File: src/rtl/apvd_pkg.sv
// Types and constants of the APV frame stream deframer.
// Used by every module of the block; depends on nothing.
package apvd_pkg;

    localparam int unsigned CHANNELS       = 16;
    localparam int unsigned MODULES        = 16;
    localparam int unsigned MASK_REGS      = 4;
    localparam int unsigned MASK_W         = 64;
    localparam int unsigned CFG_IDX_W      = 2;
    localparam int unsigned OUTQ_DEPTH_DEF = 4;

    localparam logic [31:0] END_MARK        = 32'hfafa_fafa;
    localparam logic [23:0] FRAME_TAG       = 24'h41_4443;
    localparam logic [15:0] SIZE_RESET      = 16'd4000;
    localparam logic [2:0]  HDR_WORDS       = 3'd7;
    localparam logic [2:0]  HDR_MODULE_WORD = 3'd2;

    localparam logic [CFG_IDX_W-1:0] REG_MASK_MODS_0_3   = 2'd0;
    localparam logic [CFG_IDX_W-1:0] REG_MASK_MODS_4_7   = 2'd1;
    localparam logic [CFG_IDX_W-1:0] REG_MASK_MODS_8_11  = 2'd2;
    localparam logic [CFG_IDX_W-1:0] REG_MASK_MODS_12_15 = 2'd3;

    typedef enum logic [1:0] {
        KIND_DATA     = 2'd0,
        KIND_COMMIT   = 2'd1,
        KIND_DISCARD  = 2'd2,
        KIND_CHAN_ERR = 2'd3
    } t_kind;

    typedef struct packed {
        logic [31:0] buffer_word;
        logic        first_word;
        logic        final_word;
    } t_in_item;

    typedef struct packed {
        t_kind       item_kind;
        logic [31:0] payload_word;
        logic [7:0]  module_id;
        logic [7:0]  channel_no;
        logic [15:0] frame_size;
        logic        run_end;
    } t_out_item;

    // Up to two results from one input word, packed from index 0.
    typedef struct packed {
        logic [1:0]           count;
        t_out_item [1:0]      item;
    } t_dec_res;

    typedef logic [MASK_REGS-1:0][MASK_W-1:0] t_masks;

endpackage

File: src/rtl/apvd_cfg.sv
// Active channel mask registers of the deframer.
// Depends on apvd_pkg.
module apvd_cfg
    import apvd_pkg::*;
(
    input  logic                 i_clk,
    input  logic                 i_rst_n,
    input  logic                 i_cfg_we,
    input  logic [CFG_IDX_W-1:0] i_cfg_index,
    input  logic [MASK_W-1:0]    i_cfg_data,
    output t_masks               o_masks
);

    t_masks r_masks;

    always_ff @(posedge i_clk) begin
        if (!i_rst_n) begin
            r_masks <= '0;
        end else if (i_cfg_we) begin
            unique case (i_cfg_index)
                REG_MASK_MODS_0_3:   r_masks[0] <= i_cfg_data;
                REG_MASK_MODS_4_7:   r_masks[1] <= i_cfg_data;
                REG_MASK_MODS_8_11:  r_masks[2] <= i_cfg_data;
                REG_MASK_MODS_12_15: r_masks[3] <= i_cfg_data;
                default: ;
            endcase
        end
    end

    assign o_masks = r_masks;

endmodule

File: src/rtl/apvd_decode.sv
// Frame decoder: deframer state and per-word result generation.
// Depends on apvd_pkg; results go to the output queue.
module apvd_decode
    import apvd_pkg::*;
(
    input  logic     i_clk,
    input  logic     i_rst_n,
    input  logic     i_accept,
    input  t_in_item i_item,
    input  t_masks   i_masks,
    output t_dec_res o_res
);

    logic [2:0]  r_hdr_cnt,  n_hdr_cnt;
    logic [7:0]  r_module,   n_module;
    logic [7:0]  r_channel,  n_channel;
    logic        r_exp_size, n_exp_size;
    logic [31:0] r_held,     n_held;
    logic        r_held_vld, n_held_vld;
    logic        r_has_data, n_has_data;
    logic [15:0] r_size,     n_size;
    logic        r_stopped,  n_stopped;

    t_dec_res res;

    function automatic logic chan_on(logic [7:0] mod, logic [7:0] ch, t_masks masks);
        logic [5:0] sh;
        logic       bit_on;
        sh     = {mod[1:0], ch[3:0]};
        bit_on = masks[mod[3:2]][sh];
        return (mod < 8'(MODULES)) && (ch < 8'(CHANNELS)) && bit_on;
    endfunction

    function automatic t_out_item mk(t_kind kind, logic [31:0] payload, logic [7:0] mod,
                                     logic [7:0] ch, logic [15:0] size);
        t_out_item it;
        it.item_kind    = kind;
        it.payload_word = payload;
        it.module_id    = mod;
        it.channel_no   = ch;
        it.frame_size   = size;
        it.run_end      = 1'b0;
        return it;
    endfunction

    always_comb begin
        logic        act;
        logic [31:0] w;
        // A first word restarts the deframer before the word is looked at.
        n_hdr_cnt  = i_item.first_word ? 3'd0       : r_hdr_cnt;
        n_module   = i_item.first_word ? 8'd0       : r_module;
        n_channel  = i_item.first_word ? 8'd0       : r_channel;
        n_exp_size = i_item.first_word ? 1'b0       : r_exp_size;
        n_held     = i_item.first_word ? 32'd0      : r_held;
        n_held_vld = i_item.first_word ? 1'b0       : r_held_vld;
        n_has_data = i_item.first_word ? 1'b0       : r_has_data;
        n_size     = i_item.first_word ? SIZE_RESET : r_size;
        n_stopped  = i_item.first_word ? 1'b0       : r_stopped;
        w          = i_item.buffer_word;
        res        = '0;
        // Channel changes only where no further result follows, so one lookup serves.
        act        = chan_on(n_module, n_channel, i_masks);

        if (!n_stopped) begin
            if (n_hdr_cnt < HDR_WORDS) begin
                if (n_hdr_cnt == HDR_MODULE_WORD) begin
                    n_module = w[7:0];
                end
                n_hdr_cnt = n_hdr_cnt + 3'd1;
            end else if (w == END_MARK) begin
                if (n_held_vld && act) begin
                    res.item[res.count[0]] = mk(KIND_DATA, n_held, n_module, n_channel, n_size);
                    res.count = res.count + 2'd1;
                end
                if ((n_held_vld || n_has_data) && act) begin
                    res.item[res.count[0]] = mk(KIND_COMMIT, 32'd0, n_module, n_channel, n_size);
                    res.count = res.count + 2'd1;
                end
                n_held_vld = 1'b0;
                n_has_data = 1'b0;
                n_channel  = 8'd0;
                n_stopped  = 1'b1;
            end else if (n_exp_size) begin
                n_size     = w[15:0];
                n_held_vld = 1'b0;
                n_has_data = 1'b0;
                n_exp_size = 1'b0;
            end else if (w[31:8] == FRAME_TAG) begin
                // The word held before a header is padding and is dropped.
                n_held_vld = 1'b0;
                if (n_has_data && act) begin
                    res.item[res.count[0]] = mk(KIND_COMMIT, 32'd0, n_module, n_channel, n_size);
                    res.count = res.count + 2'd1;
                end
                n_has_data = 1'b0;
                n_channel  = w[7:0];
                if (w[7:0] > 8'(CHANNELS - 1)) begin
                    res.item[res.count[0]] = mk(KIND_CHAN_ERR, 32'd0, n_module, n_channel,
                                                n_size);
                    res.count = res.count + 2'd1;
                    n_stopped = 1'b1;
                end else begin
                    n_exp_size = 1'b1;
                end
            end else begin
                if (n_held_vld) begin
                    if (act) begin
                        res.item[res.count[0]] = mk(KIND_DATA, n_held, n_module, n_channel,
                                                    n_size);
                        res.count = res.count + 2'd1;
                    end
                    n_has_data = 1'b1;
                end
                n_held     = w;
                n_held_vld = 1'b1;
            end

            if (i_item.final_word && !n_stopped) begin
                if ((n_held_vld || n_has_data) && act) begin
                    res.item[res.count[0]] = mk(KIND_DISCARD, 32'd0, n_module, n_channel, n_size);
                    res.count = res.count + 2'd1;
                end
                n_held_vld = 1'b0;
                n_has_data = 1'b0;
                n_stopped  = 1'b1;
            end
        end

        if (res.count == 2'd1) begin
            res.item[0].run_end = 1'b1;
        end else if (res.count == 2'd2) begin
            res.item[1].run_end = 1'b1;
        end
        if (!i_accept) begin
            res.count = 2'd0;
        end
    end

    always_ff @(posedge i_clk) begin
        if (!i_rst_n) begin
            r_hdr_cnt  <= 3'd0;
            r_module   <= 8'd0;
            r_channel  <= 8'd0;
            r_exp_size <= 1'b0;
            r_held     <= 32'd0;
            r_held_vld <= 1'b0;
            r_has_data <= 1'b0;
            r_size     <= SIZE_RESET;
            r_stopped  <= 1'b0;
        end else if (i_accept) begin
            r_hdr_cnt  <= n_hdr_cnt;
            r_module   <= n_module;
            r_channel  <= n_channel;
            r_exp_size <= n_exp_size;
            r_held     <= n_held;
            r_held_vld <= n_held_vld;
            r_has_data <= n_has_data;
            r_size     <= n_size;
            r_stopped  <= n_stopped;
        end
    end

    assign o_res = res;

endmodule

File: src/rtl/apvd_outq.sv
// Result queue of the deframer: takes up to two results a cycle, gives one while not stalled.
// Depends on apvd_pkg.
module apvd_outq
    import apvd_pkg::*;
#(
    parameter int unsigned DEPTH = OUTQ_DEPTH_DEF
) (
    input  logic      i_clk,
    input  logic      i_rst_n,
    input  t_dec_res  i_res,
    output logic      o_full,
    output logic      o_valid,
    output t_out_item o_item,
    input  logic      i_stall
);

    localparam int unsigned PTR_W = (DEPTH > 1) ? $clog2(DEPTH) : 1;
    localparam int unsigned CNT_W = $clog2(DEPTH + 1);

    t_out_item        r_mem [DEPTH];
    logic [PTR_W-1:0] r_wr, n_wr;
    logic [PTR_W-1:0] r_rd, n_rd;
    logic [CNT_W-1:0] r_count, n_count;
    logic [PTR_W-1:0] wr_next;
    logic             pop;

    function automatic logic [PTR_W-1:0] ptr_inc(logic [PTR_W-1:0] p);
        return (p == PTR_W'(DEPTH - 1)) ? '0 : p + PTR_W'(1);
    endfunction

    assign wr_next = ptr_inc(r_wr);
    assign pop     = o_valid && !i_stall;

    always_comb begin
        n_wr = r_wr;
        if (i_res.count == 2'd1) begin
            n_wr = wr_next;
        end else if (i_res.count == 2'd2) begin
            n_wr = ptr_inc(wr_next);
        end
        n_rd    = pop ? ptr_inc(r_rd) : r_rd;
        n_count = r_count + CNT_W'(i_res.count) - CNT_W'(pop);
    end

    always_ff @(posedge i_clk) begin
        if (i_res.count != 2'd0) begin
            r_mem[r_wr] <= i_res.item[0];
        end
        if (i_res.count == 2'd2) begin
            r_mem[wr_next] <= i_res.item[1];
        end
    end

    always_ff @(posedge i_clk) begin
        if (!i_rst_n) begin
            r_wr    <= '0;
            r_rd    <= '0;
            r_count <= '0;
        end else begin
            r_wr    <= n_wr;
            r_rd    <= n_rd;
            r_count <= n_count;
        end
    end

    // Room for two results must exist before a word is taken.
    assign o_full  = r_count > CNT_W'(DEPTH - 2);
    assign o_valid = r_count != '0;
    assign o_item  = r_mem[r_rd];

endmodule

File: src/rtl/apv_frame_stream_deframer_core.sv
// Top level of the APV frame stream deframer.
// Depends on apvd_pkg, apvd_cfg, apvd_decode and apvd_outq.
//
//   Channel   Direction  Handshake                  Payload
//   input     in         i_in_valid / o_in_stall    i_in_item  (t_in_item)
//   output    out        o_out_valid / i_out_stall  o_out_item (t_out_item)
//   config    in         i_cfg_we                   i_cfg_index, i_cfg_data
//
// One word is taken per unstalled cycle; its results are in the queue the next cycle.
// A word yields zero to two results; the output drains one result per unstalled cycle,
// so the sustained rate is one word per cycle while words average at most one result.
// The input stalls while the result queue has room for fewer than two results.
// Reset is synchronous and active low; it clears the masks and the frame state.
module apv_frame_stream_deframer_core
    import apvd_pkg::*;
#(
    parameter int unsigned OUTQ_DEPTH = OUTQ_DEPTH_DEF
) (
    input  logic                 i_clk,
    input  logic                 i_rst_n,
    input  logic                 i_in_valid,
    output logic                 o_in_stall,
    input  t_in_item             i_in_item,
    output logic                 o_out_valid,
    input  logic                 i_out_stall,
    output t_out_item            o_out_item,
    input  logic                 i_cfg_we,
    input  logic [CFG_IDX_W-1:0] i_cfg_index,
    input  logic [MASK_W-1:0]    i_cfg_data
);

    t_masks   masks;
    t_dec_res res;
    logic     full;
    logic     accept;

    assign o_in_stall = full;
    assign accept     = i_in_valid && !full;

    apvd_cfg u_cfg (
        .i_clk       (i_clk),
        .i_rst_n     (i_rst_n),
        .i_cfg_we    (i_cfg_we),
        .i_cfg_index (i_cfg_index),
        .i_cfg_data  (i_cfg_data),
        .o_masks     (masks)
    );

    apvd_decode u_decode (
        .i_clk    (i_clk),
        .i_rst_n  (i_rst_n),
        .i_accept (accept),
        .i_item   (i_in_item),
        .i_masks  (masks),
        .o_res    (res)
    );

    apvd_outq #(
        .DEPTH (OUTQ_DEPTH)
    ) u_outq (
        .i_clk   (i_clk),
        .i_rst_n (i_rst_n),
        .i_res   (res),
        .o_full  (full),
        .o_valid (o_out_valid),
        .o_item  (o_out_item),
        .i_stall (i_out_stall)
    );

endmodule

File: config.mk
export PLATFORM = sky130hd
export DESIGN_NAME = apv_frame_stream_deframer_core
export DESIGN_NICKNAME = d
export VERILOG_FILES = /design/src/rtl/apvd_pkg.sv /design/src/rtl/apvd_cfg.sv /design/src/rtl/apvd_decode.sv /design/src/rtl/apvd_outq.sv /design/src/rtl/apv_frame_stream_deframer_core.sv
export SDC_FILE = /design/constraint.sdc
export NUM_CORES = 1
export LEC_CHECK = 0
export BUFFER_PORTS_ARGS = -buffer_cell sky130_fd_sc_hd__buf_2
export CAP_MARGIN = 20
export CORE_ASPECT_RATIO = 0.9
export CORE_MARGIN = 4
export CORE_UTILIZATION = 60
export CTS_BUF_LIST = sky130_fd_sc_hd__clkbuf_4 sky130_fd_sc_hd__clkbuf_8
export DETAILED_ROUTE_END_ITERATION = 16
export HOLD_SLACK_MARGIN = 0.12
export PLACE_DENSITY_LB_ADDON = 0.12
export SLEW_MARGIN = 30
export SYNTH_ARGS = -nofsm -noshare
export SYNTH_HDL_FRONTEND = slang
export SYNTH_SLANG_ARGS = --single-unit
File: constraint.sdc
create_clock -name i_clk -period 14 [get_ports i_clk]
set_clock_uncertainty 0.05 [all_clocks]
set_input_delay 0.7 -clock i_clk [delete_from_list [all_inputs] [get_ports i_clk]]
set_output_delay 0.7 -clock i_clk [all_outputs]
set_load 0.01 [all_outputs]
# --- Word level (Yosys, flattened, before mapping) ---
# Memories as Yosys holds them, arrays and structs flattened. A register that Yosys moved wholly into a read port is not among the register bits.
# Cells that the tools add are included.
totals:
  reg_bits: 334
  ram_bits: 268
  in_bits: 105
  output_inout_bits: 69
  memories: 1
memory_table:
  columns: ["memory", "depth", "word_bits", "rd", "rd_ports_with_merged_regs", "write_ports", "line", "source"]
  rows:
  - ["u_outq.r_mem", 4, 67, 1, 1, 2, "apvd_outq.sv:20", "t_out_item r_mem [DEPTH];"]
op_classes:
  add_sub_neg: 9
  n_lt_le_gt_ge: 13
  eq_ne: 13
  n_mux: 124
  n_reduce_logical: 25
ops:
  columns: ["operator", "n"]
  rows:
  - ["136-bit two-way mux", 9]
  - ["67-bit two-way mux", 14]
  - ["134-bit bitwise mux", 3]
  - ["67-bit demux with 1-bit select", 3]
  - ["32-bit two-way mux", 6]
  - ["65-bit two-way mux", 2]
  - ["64-bit binary-select mux with 2-bit select", 1]
  - ["16-bit two-way mux", 6]
  - ["8-bit two-way mux", 12]
  - ["66-bit two-way mux", 1]
  - ["64-bit two-way mux", 1]
  - ["1-bit two-way mux", 44]
  - ["2-bit two-way mux", 18]
  - ["32-bit == test (second input constant)", 1]
  - ["24-bit by 23-bit == test with 1-bit output (second input constant)", 1]
  - ["8-bit by 5-bit less-than comparator with 1-bit output (second input constant)", 2]
  - ["2-bit == test (second input constant)", 7]
  - ["2-bit by 1-bit adder with 2-bit output (second input constant)", 6]
  - ["1-bit logical AND", 12]
  - ["3-bit two-way mux", 3]
  - ["8-bit by 4-bit > comparator with 1-bit output (second input constant)", 1]
  - ["2-bit AND reduction", 4]
  - ["6-bit by 7-bit less-than comparator with 1-bit output (second input constant)", 1]
  - ["1-bit binary-select mux with 6-bit select", 1]
  - ["other kinds (15)", 25]

# --- Logic depth before layout (Yosys ltp) ---
# Gate-level depths: netlist of run 1.
depth:
  word_depth: 36
  depth_mapped: 31
  depth_no_buf: 24

# --- Cells and area by module ---
# Synthesis of run 1 repeated with hierarchy kept, for this count alone.
unflattened:
  cells_unflattened: 2586
  hier_area_um2: 30392.9
modules_own_cells:
  columns: ["module", "n_inst", "cells_each", "area_each_um2", "seq_area_each_um2"]
  rows:
  - ["apvd_outq", 1, 717, 13454.2, 8227.9]
  - ["apvd_cfg", 1, 900, 9554.2, 5124.9]
  - ["apvd_decode", 1, 968, 7370.8, 1421.4]
  - ["apv_frame_stream_deframer_core", 1, 1, 13.8, 0.0]

# --- Least setup slack after synthesis of run 1 ---
# OpenSTA, ideal clock, no wires.
synth_timing:
  path_type: "input port to flip-flop"
  from: "input port i_in_item[1] (netlist name)"
  to: "memory u_outq.r_mem[1][0] (netlist name), enable pin"
  setup_time_ps: 585
  arrival_time_ps: 8872
  setup_slack_ps: 4494
  cell_stages: 22
  path_cell_list: "nand2b_1 buf_2 or4_1 nor3_2 o21ai_1 a41oi_1 a21o_1 buf_6 buf_6 nand2_2 nor3_1 ha_1 inv_1 a32oi_1 inv_1 a31oi_1 nand2b_1 ha_1 o221ai_1 nand2_1 ha_1 o21ai_0"
synth_rtl:
  columns: ["element", "line", "source"]
  rows:
  - ["start: declaration", "apv_frame_stream_deframer_core.sv:23", "input t_in_item i_in_item,"]
  - ["end: declaration", "apvd_outq.sv:20", null]

==> results of run 1 <==
==> area by class of cell <==
type                       count  area (um2)  share of cell area, %
clock buffer                 141        1800                   5.63
clock inverter                35         335                   1.05
inverter                      30         113                  0.352
multi-input combinational   1947       13000                   40.7
sequential                   604       14800                   46.2
tap                          616         771                   2.41
timing repair buffer         210        1170                   3.66
==> metrics by stage <==
stage	setup slack (ns)	total power, mW	area, um2
2_1_floorplan	4.49	2.38	28800
3_3_place_gp	5.86	2.61	29800
3_5_place_dp	5.70	2.62	29800
4_1_cts	5.76	4.26	32000
5_1_grt	5.15	4.40	32000
6_report	5.53	4.25	32000
==> cell families (layout without fill, tap and decap cells) <==
family          after synthesis  after routing
compound gates              646            646
xor+xnor                      3              3
fa+ha+maj                    21             21
buf+inv                     245            416
flops                       604            604
mux                         146            146
simple gates               1131           1131
==> metal layers <==
layer | wire length (um) | GRT usage, %
met5 | 13 | 0
met4 | 2090 | 9.42
met3 | 8490 | 7.72
met2 | 38600 | 49.5
met1 | 36100 | 46.9
==> sequential cells by signal, indices dropped and copies added (netlist names), named ones only <==
name	cells
u_decode.r_exp_size	1
u_decode.r_module	8
u_decode.r_held_vld	1
u_decode.r_stopped	1
u_decode.r_held	32
u_outq.r_rd	2
u_outq.r_mem	268
u_decode.r_channel	8
u_outq.r_wr	2
u_outq.r_count	3
u_decode.r_size	16
u_decode.r_has_data	1
u_decode.r_hdr_cnt	3
u_cfg.o_masks	256
==> worst max-delay path, cell delays in order (launching register included) <==
cell and delay (ns):
dfxtp_4 0.82, buf_4 0.41, buf_4 0.53, o21ba_2 0.44, a2bb2oi_1 0.21, a2111oi_0 0.13, a211o_1 0.34, a221oi_2 0.39
a21o_1 0.64, nand3_2 0.36, ha_1 0.38, inv_1 0.04, a32oi_1 0.20, inv_1 0.07, a31oi_1 0.21, nand2b_1 0.14
ha_1 0.22, o221ai_1 0.30, nand2_1 0.22, inv_1 0.10, ha_1 0.26, and2_1 0.55, mux2_2 0.42, a21oi_2 0.62
nor2b_1 0.22
==> Yosys cell counts, types with 11 or more instances <==
master / count / share of area (%)
nand2_1: 599 / 7.8
dfxtp_1: 336 / 23
edfxtp_1: 268 / 28
a21boi_0: 258 / 6.7
and2_1: 174 / 3.8
clkbuf_1: 151 / 2.0
nor2b_1: 109 / 2.4
nor2_1: 102 / 1.3
mux4_2: 77 / 6.0
a21oi_1: 74 / 1.3
a22oi_1: 53 / 1.4
mux2i_1: 53 / 1.8
o21ai_0: 48 / 0.83
inv_1: 29 / 0.38
a211oi_1: 25 / 0.65
buf_2: 24 / 0.42
nor3_1: 23 / 0.40
ha_1: 20 / 0.87
o22ai_1: 19 / 0.41
nand3_1: 18 / 0.31
a221oi_1: 17 / 0.52
buf_1: 17 / 0.22
mux2_2: 16 / 0.63
nand4_1: 16 / 0.35
buf_4: 14 / 0.37
o211a_1: 14 / 0.49
nor4_1: 12 / 0.26
a31oi_1: 11 / 0.24
and3b_1: 11 / 0.33
nand2b_1: 11 / 0.24
o221ai_1: 11 / 0.33
==> power by group through the flow <==
stage	logic (mW)	clock network, mW	registers (mW)
finish	0.669	1.65	1.93
global route	0.711	1.76	1.93
CTS	0.661	1.67	1.93
detailed placement	0.659	0	1.96
global placement	0.649	0	1.96
floorplan	0.460	0	1.92
==> worst paths after layout <==
path | from | endpoint | depth (start not counted)
worst max-delay path | u_decode.r_module[2] | u_outq.r_mem[2][12] | 24
worst min-delay path | i_cfg_data[1] | u_cfg.o_masks[193] | 3
worst max register to register | u_decode.r_module[2] | u_outq.r_mem[2][12] | 24
worst min register to register | u_cfg.o_masks[167] | u_cfg.o_masks[167] | 2
==> run_results.csv, run 1 <==
group,metric,value,unit
run_status,status,"finished, final reports clean",
drt,via_count,22578,
worst_setup_path,crit_arrival,8.96,ns
layout,final_nets,3014,
synth,syn_nets,2922,
global_routing,grt-ovfl-total,0,
drt,via_per_inst,6.30,
sta,fin_crit_sh,60.5,%
place,placedCellCount,3407,
synth,synthSimpleGateAreaFrac,18.7,%
synth,synth_edf_count,268,
drt,totalWireLength,85300,um
floorplanning,initial_core_util,61.2,%
layout,drive_gt1_share,17.7,%
worst_setup_path,cp.required,14.49,ns
cts,max-clock-path-buffers,3,
synth,muxShareOfSynthArea,8.50,%
synth,synth_top_family_by_area,"simple AND/OR/NAND/NOR gates",
floorplanning,dieHeight,216,um
layout,n_antenna_cell,0,
layout,fin_cells,3583,
layout,mostFrequentLayoutCells,"nand2_1, dfxtp_1, edfxtp_1, a21boi_0, and2_1",
floorplanning,die_area,51500,um2
sta,holdWs,0.240,ns
layout,syn_to_final_growth,11.2,%
worst_setup_path,crit_type,"reg -> reg",
floorplanning,ioPinCount,174,
sta,max_freq,0.118,GHz
synth,ys_seq_elements,604,
layout,fillers,3603,
place,port_buffers,173,
place,hpwl,55000,um
cts,ctsResizeCount,0,
pwr,p_seq_share,45.4,%
layout,finish.utilization,68.1,%
drt,avgRoutedWirePerCell,23.8,um
place,gp_congestion,0.978,
synth,synth_ff_type,"dfxtp_1",
pwr,clock_power_share,38.9,%
drt,antenna_left,0,
sta,period_needed,8.47,ns
sta,tns,0,ns
cts,hold_buffers,0,
synth,synthCells,2796,
layout,final_common_cell,"nand2_1",
pwr,swShare,27.7,%
drt,first_pass_iters,5,
global_routing,grt_max_degree,127,
global_routing,antenna_found_initial,3,
pwr,power.switching,1.18,mW
min_path,hold_path_class,"in -> reg",
run,maxCapViolations,0,
cts,htreeDepth,3,
cts,clk_latency,0.70,ns
worst_setup_path,worstSetupEndpointType,"flop",
pwr,p_int,3.07,mW
global_routing,gr-usage-all-layers,32.5,%
pwr,total_leakage_power,11.0,nW
floorplanning,row_count,75,
sta,tightest_slew,0.945,ns
pwr,irDropWorstVdd,109,uV
cts,cts_buffers,95,
global_routing,grt_pass1_vias,22089,
floorplanning,core,47000,um2
floorplanning,die_x,239,um
synth,synth_compound_area_share,16.7,%
synth,yosys_warnings,0,
sta,setup_viol,0,
pwr,power_density,133,nW/um2
cts,clkSinkCount,604,
worst_setup_path,crit_path_start_kind,"flop",
cts,clkSlewWorstSetupHoldPaths,0.06,ns
synth,synth_adder_area_share,0.939,%
sta,hold_viol,0,
synth,seq_area_frac_synth,51.4,%
synth,synth_xor_area_share,0.0913,%
synth,synth_area,28800,um2
worst_setup_path,path_max_fanout,52,
sta,drv_slew,0,
global_routing,grt_first_pass_wirelength,131000,um
synth,async_flop_share,0,%
sta,slew_headroom,37.0,%
synth,synth_cell_types,101,
cts,cts_setup_buffers,0,
cts,cts_tree,"yes",
synth,avgSynthCellArea,10.3,um2
sta,rsz0062_at_grt,"no",
cts,root_buffer,"clkbuf_8",
worst_setup_path,r2r_slack,5.53,ns
pwr,combPwrFrac,15.7,%
drt,dr.first_iter.drc_count,2555,
drt,drcViolationCount,0,
Power figures use the tool's default switching activity.
==> run 2: changes to the inputs <==
clock period = 7.8 ns   (was 14 ns; I/O delays follow)
==> run_results.csv, run 2 (synthesis results as in run 1) <==
group,metric,value,unit
run_status,status,"finished, final reports clean",
pwr,report.power.total,7.56,mW
layout,regMostFlops,"u_outq.r_mem",
drt,avgRoutedWirePerCell,23.6,um
floorplanning,ioPinCount,174,
global_routing,grt-ovfl-total,0,
drt,dr_wl_met2,40000,um
cts,cts_buffers,95,
sta,tightest_slew,0.975,ns
floorplanning,die_area,51500,um2
layout,mostFrequentLayoutCells,"nand2_1, dfxtp_1, edfxtp_1, a21boi_0, and2_1",
layout,ff_latch_area,14800,um2
worst_setup_path,cpPeakStageDelay,0.72,ns
worst_setup_path,crit_chain,"buf_4 > and2b_1 > mux2_2 > o21ai_0 > a211oi_1 > a211oi_2 > o21a_1 > nor3_1 > ha_1 > nor3_1 > nor4_1 > a31oi_1 > nand2b_1 > ha_1 > o221ai_1 > nand2_1 > inv_1 > ha_1 > nand2_1 > nand2_1 > nor2_1 > buf_4 > and2_1",
floorplanning,row_count,75,
drt,m1WireLength,36600,um
floorplanning,initial_core_util,61.2,%
worst_setup_path,regToRegStartpoint,"u_decode.r_module[2]",
worst_setup_path,critPathLaunch,"u_decode.r_module[2]",
worst_setup_path,crit_type,"reg -> reg",
global_routing,grt_max_degree,139,
global_routing,grt_first_pass_wirelength,135000,um
floorplanning,die_x,239,um
drt,wl_met3,8400,um
min_path,min_from,"i_in_item[7]",
min_path,hold_path_class,"in -> reg",
global_routing,grt_pass1_vias,23051,
layout,final_common_cell,"nand2_1",
place,port_buffers,173,
global_routing,gr-usage-all-layers,33.6,%
cts,clk_latency,0.72,ns
cts,clkSlewWorstSetupHoldPaths,0.06,ns
pwr,irDropWorstVdd,172,uV
cts,max-clock-path-buffers,3,
sta,drv_slew,0,
worst_setup_path,crit_path_start_kind,"flop",
cts,htreeDepth,3,
sta,slew_headroom,35.0,%
cts,cts_tree,"yes",
global_routing,antenna_found_initial,2,
sta,setup_ws,0.924,ns
drt,via_count,23395,
sta,setup_viol,0,
place,hpwl,55800,um
floorplanning,dieHeight,216,um
cts,clkSinkCount,604,
drt,via_per_inst,6.30,
worst_setup_path,worstSetupEndpointType,"flop",
sta,period_needed,6.88,ns
drt,totalWireLength,87600,um
place,post-place-ws,0.985,ns
place,gp_congestion,0.983,
layout,fillers,3441,
worst_setup_path,cpMaxStageDelayCell,"and2b_1",
layout,final_nets,3145,
run,maxCapViolations,0,
layout,drive_gt1_share,17.9,%
sta,max_freq,0.145,GHz
sta,hold_viol,0,
sta,rsz0062_at_grt,"no",
cts,ctsResizeCount,0,
drt,first_pass_iters,6,
drt,top_layer,"met4",
pwr,power_density,227,nW/um2
layout,largest_reg_flops,268,
pwr,total_leakage_power,11.6,nW
drt,dr.first_iter.drc_count,2717,
cts,root_buffer,"clkbuf_8",
floorplanning,core,47000,um2
layout,multiInputGateArea,13000,um2
sta,fin_crit_sh,88.2,%
worst_setup_path,crit_arrival,7.28,ns
worst_setup_path,path_max_fanout,32,
worst_setup_path,cp.required,8.21,ns
drt,antenna_left,0,
layout,syn_to_final_growth,15.6,%
drt,drcViolationCount,0,
## run 2: what timing repair did
item / CTS / global route
hold buffers: 100 / 0
endpoints found under the hold margin: 306 / 0
setup buffers: 0 / 0
## run 2: worst paths after layout
path                                            end  slack (ns)  cells after the start
worst max-delay path            u_outq.r_mem[0][62]        0.92                     23
worst min-delay path             u_decode.r_held[5]        0.20                      3
worst max register to register  u_outq.r_mem[0][62]        0.92                     23
worst min register to register   u_cfg.o_masks[170]        0.41                      2
## run 2: routing by layer
metal	vias to the layer above	track usage, %
met1	11467	47.8
li1	10478	-
met5	-	0
met2	1248	51.4
met4	0	10.8
met3	202	7.94
## run 2: area by class of cell
cell class                 instances  area share, %
sequential                       604           44.4
tap                              616           2.32
inverter                          30          0.339
antenna                            3         0.0226
timing repair buffer             341           7.63
clock buffer                     146           5.50
multi-input combinational       1947           39.1
clock inverter                    29          0.624
## run 2: where the power goes
| group | switching [mW] | total [mW] | internal, mW |
|---|---|---|---|
| Sequential | 0.122 | 3.48 | 3.35 |
| Clock | 1.28 | 2.84 | 1.56 |
| Combinational | 0.731 | 1.24 | 0.508 |
## run 2: critical path, delay by kind of cell (launching register included)
kind | cells | cell delay (ns)
compound gates | 6 | 1.43
fa+ha+maj | 3 | 0.92
buf+inv | 3 | 0.81
flops | 1 | 0.49
mux | 1 | 0.41
simple gates | 10 | 2.46
## run 2: metrics by stage
step	setup TNS (ns)	area (um2)	hold slack (ns)	util [%]	instances
5_1_grt	0	33300	0.161	70.7	3715
3_3_place_gp	0	30100	0.396	64.1	3435
2_1_floorplan	-279.76	28800	0.388	-	2796
4_1_cts	0	33200	0.121	70.7	3712
6_report	0	33300	0.203	70.7	3716
3_5_place_dp	0	30200	0.405	64.2	3437
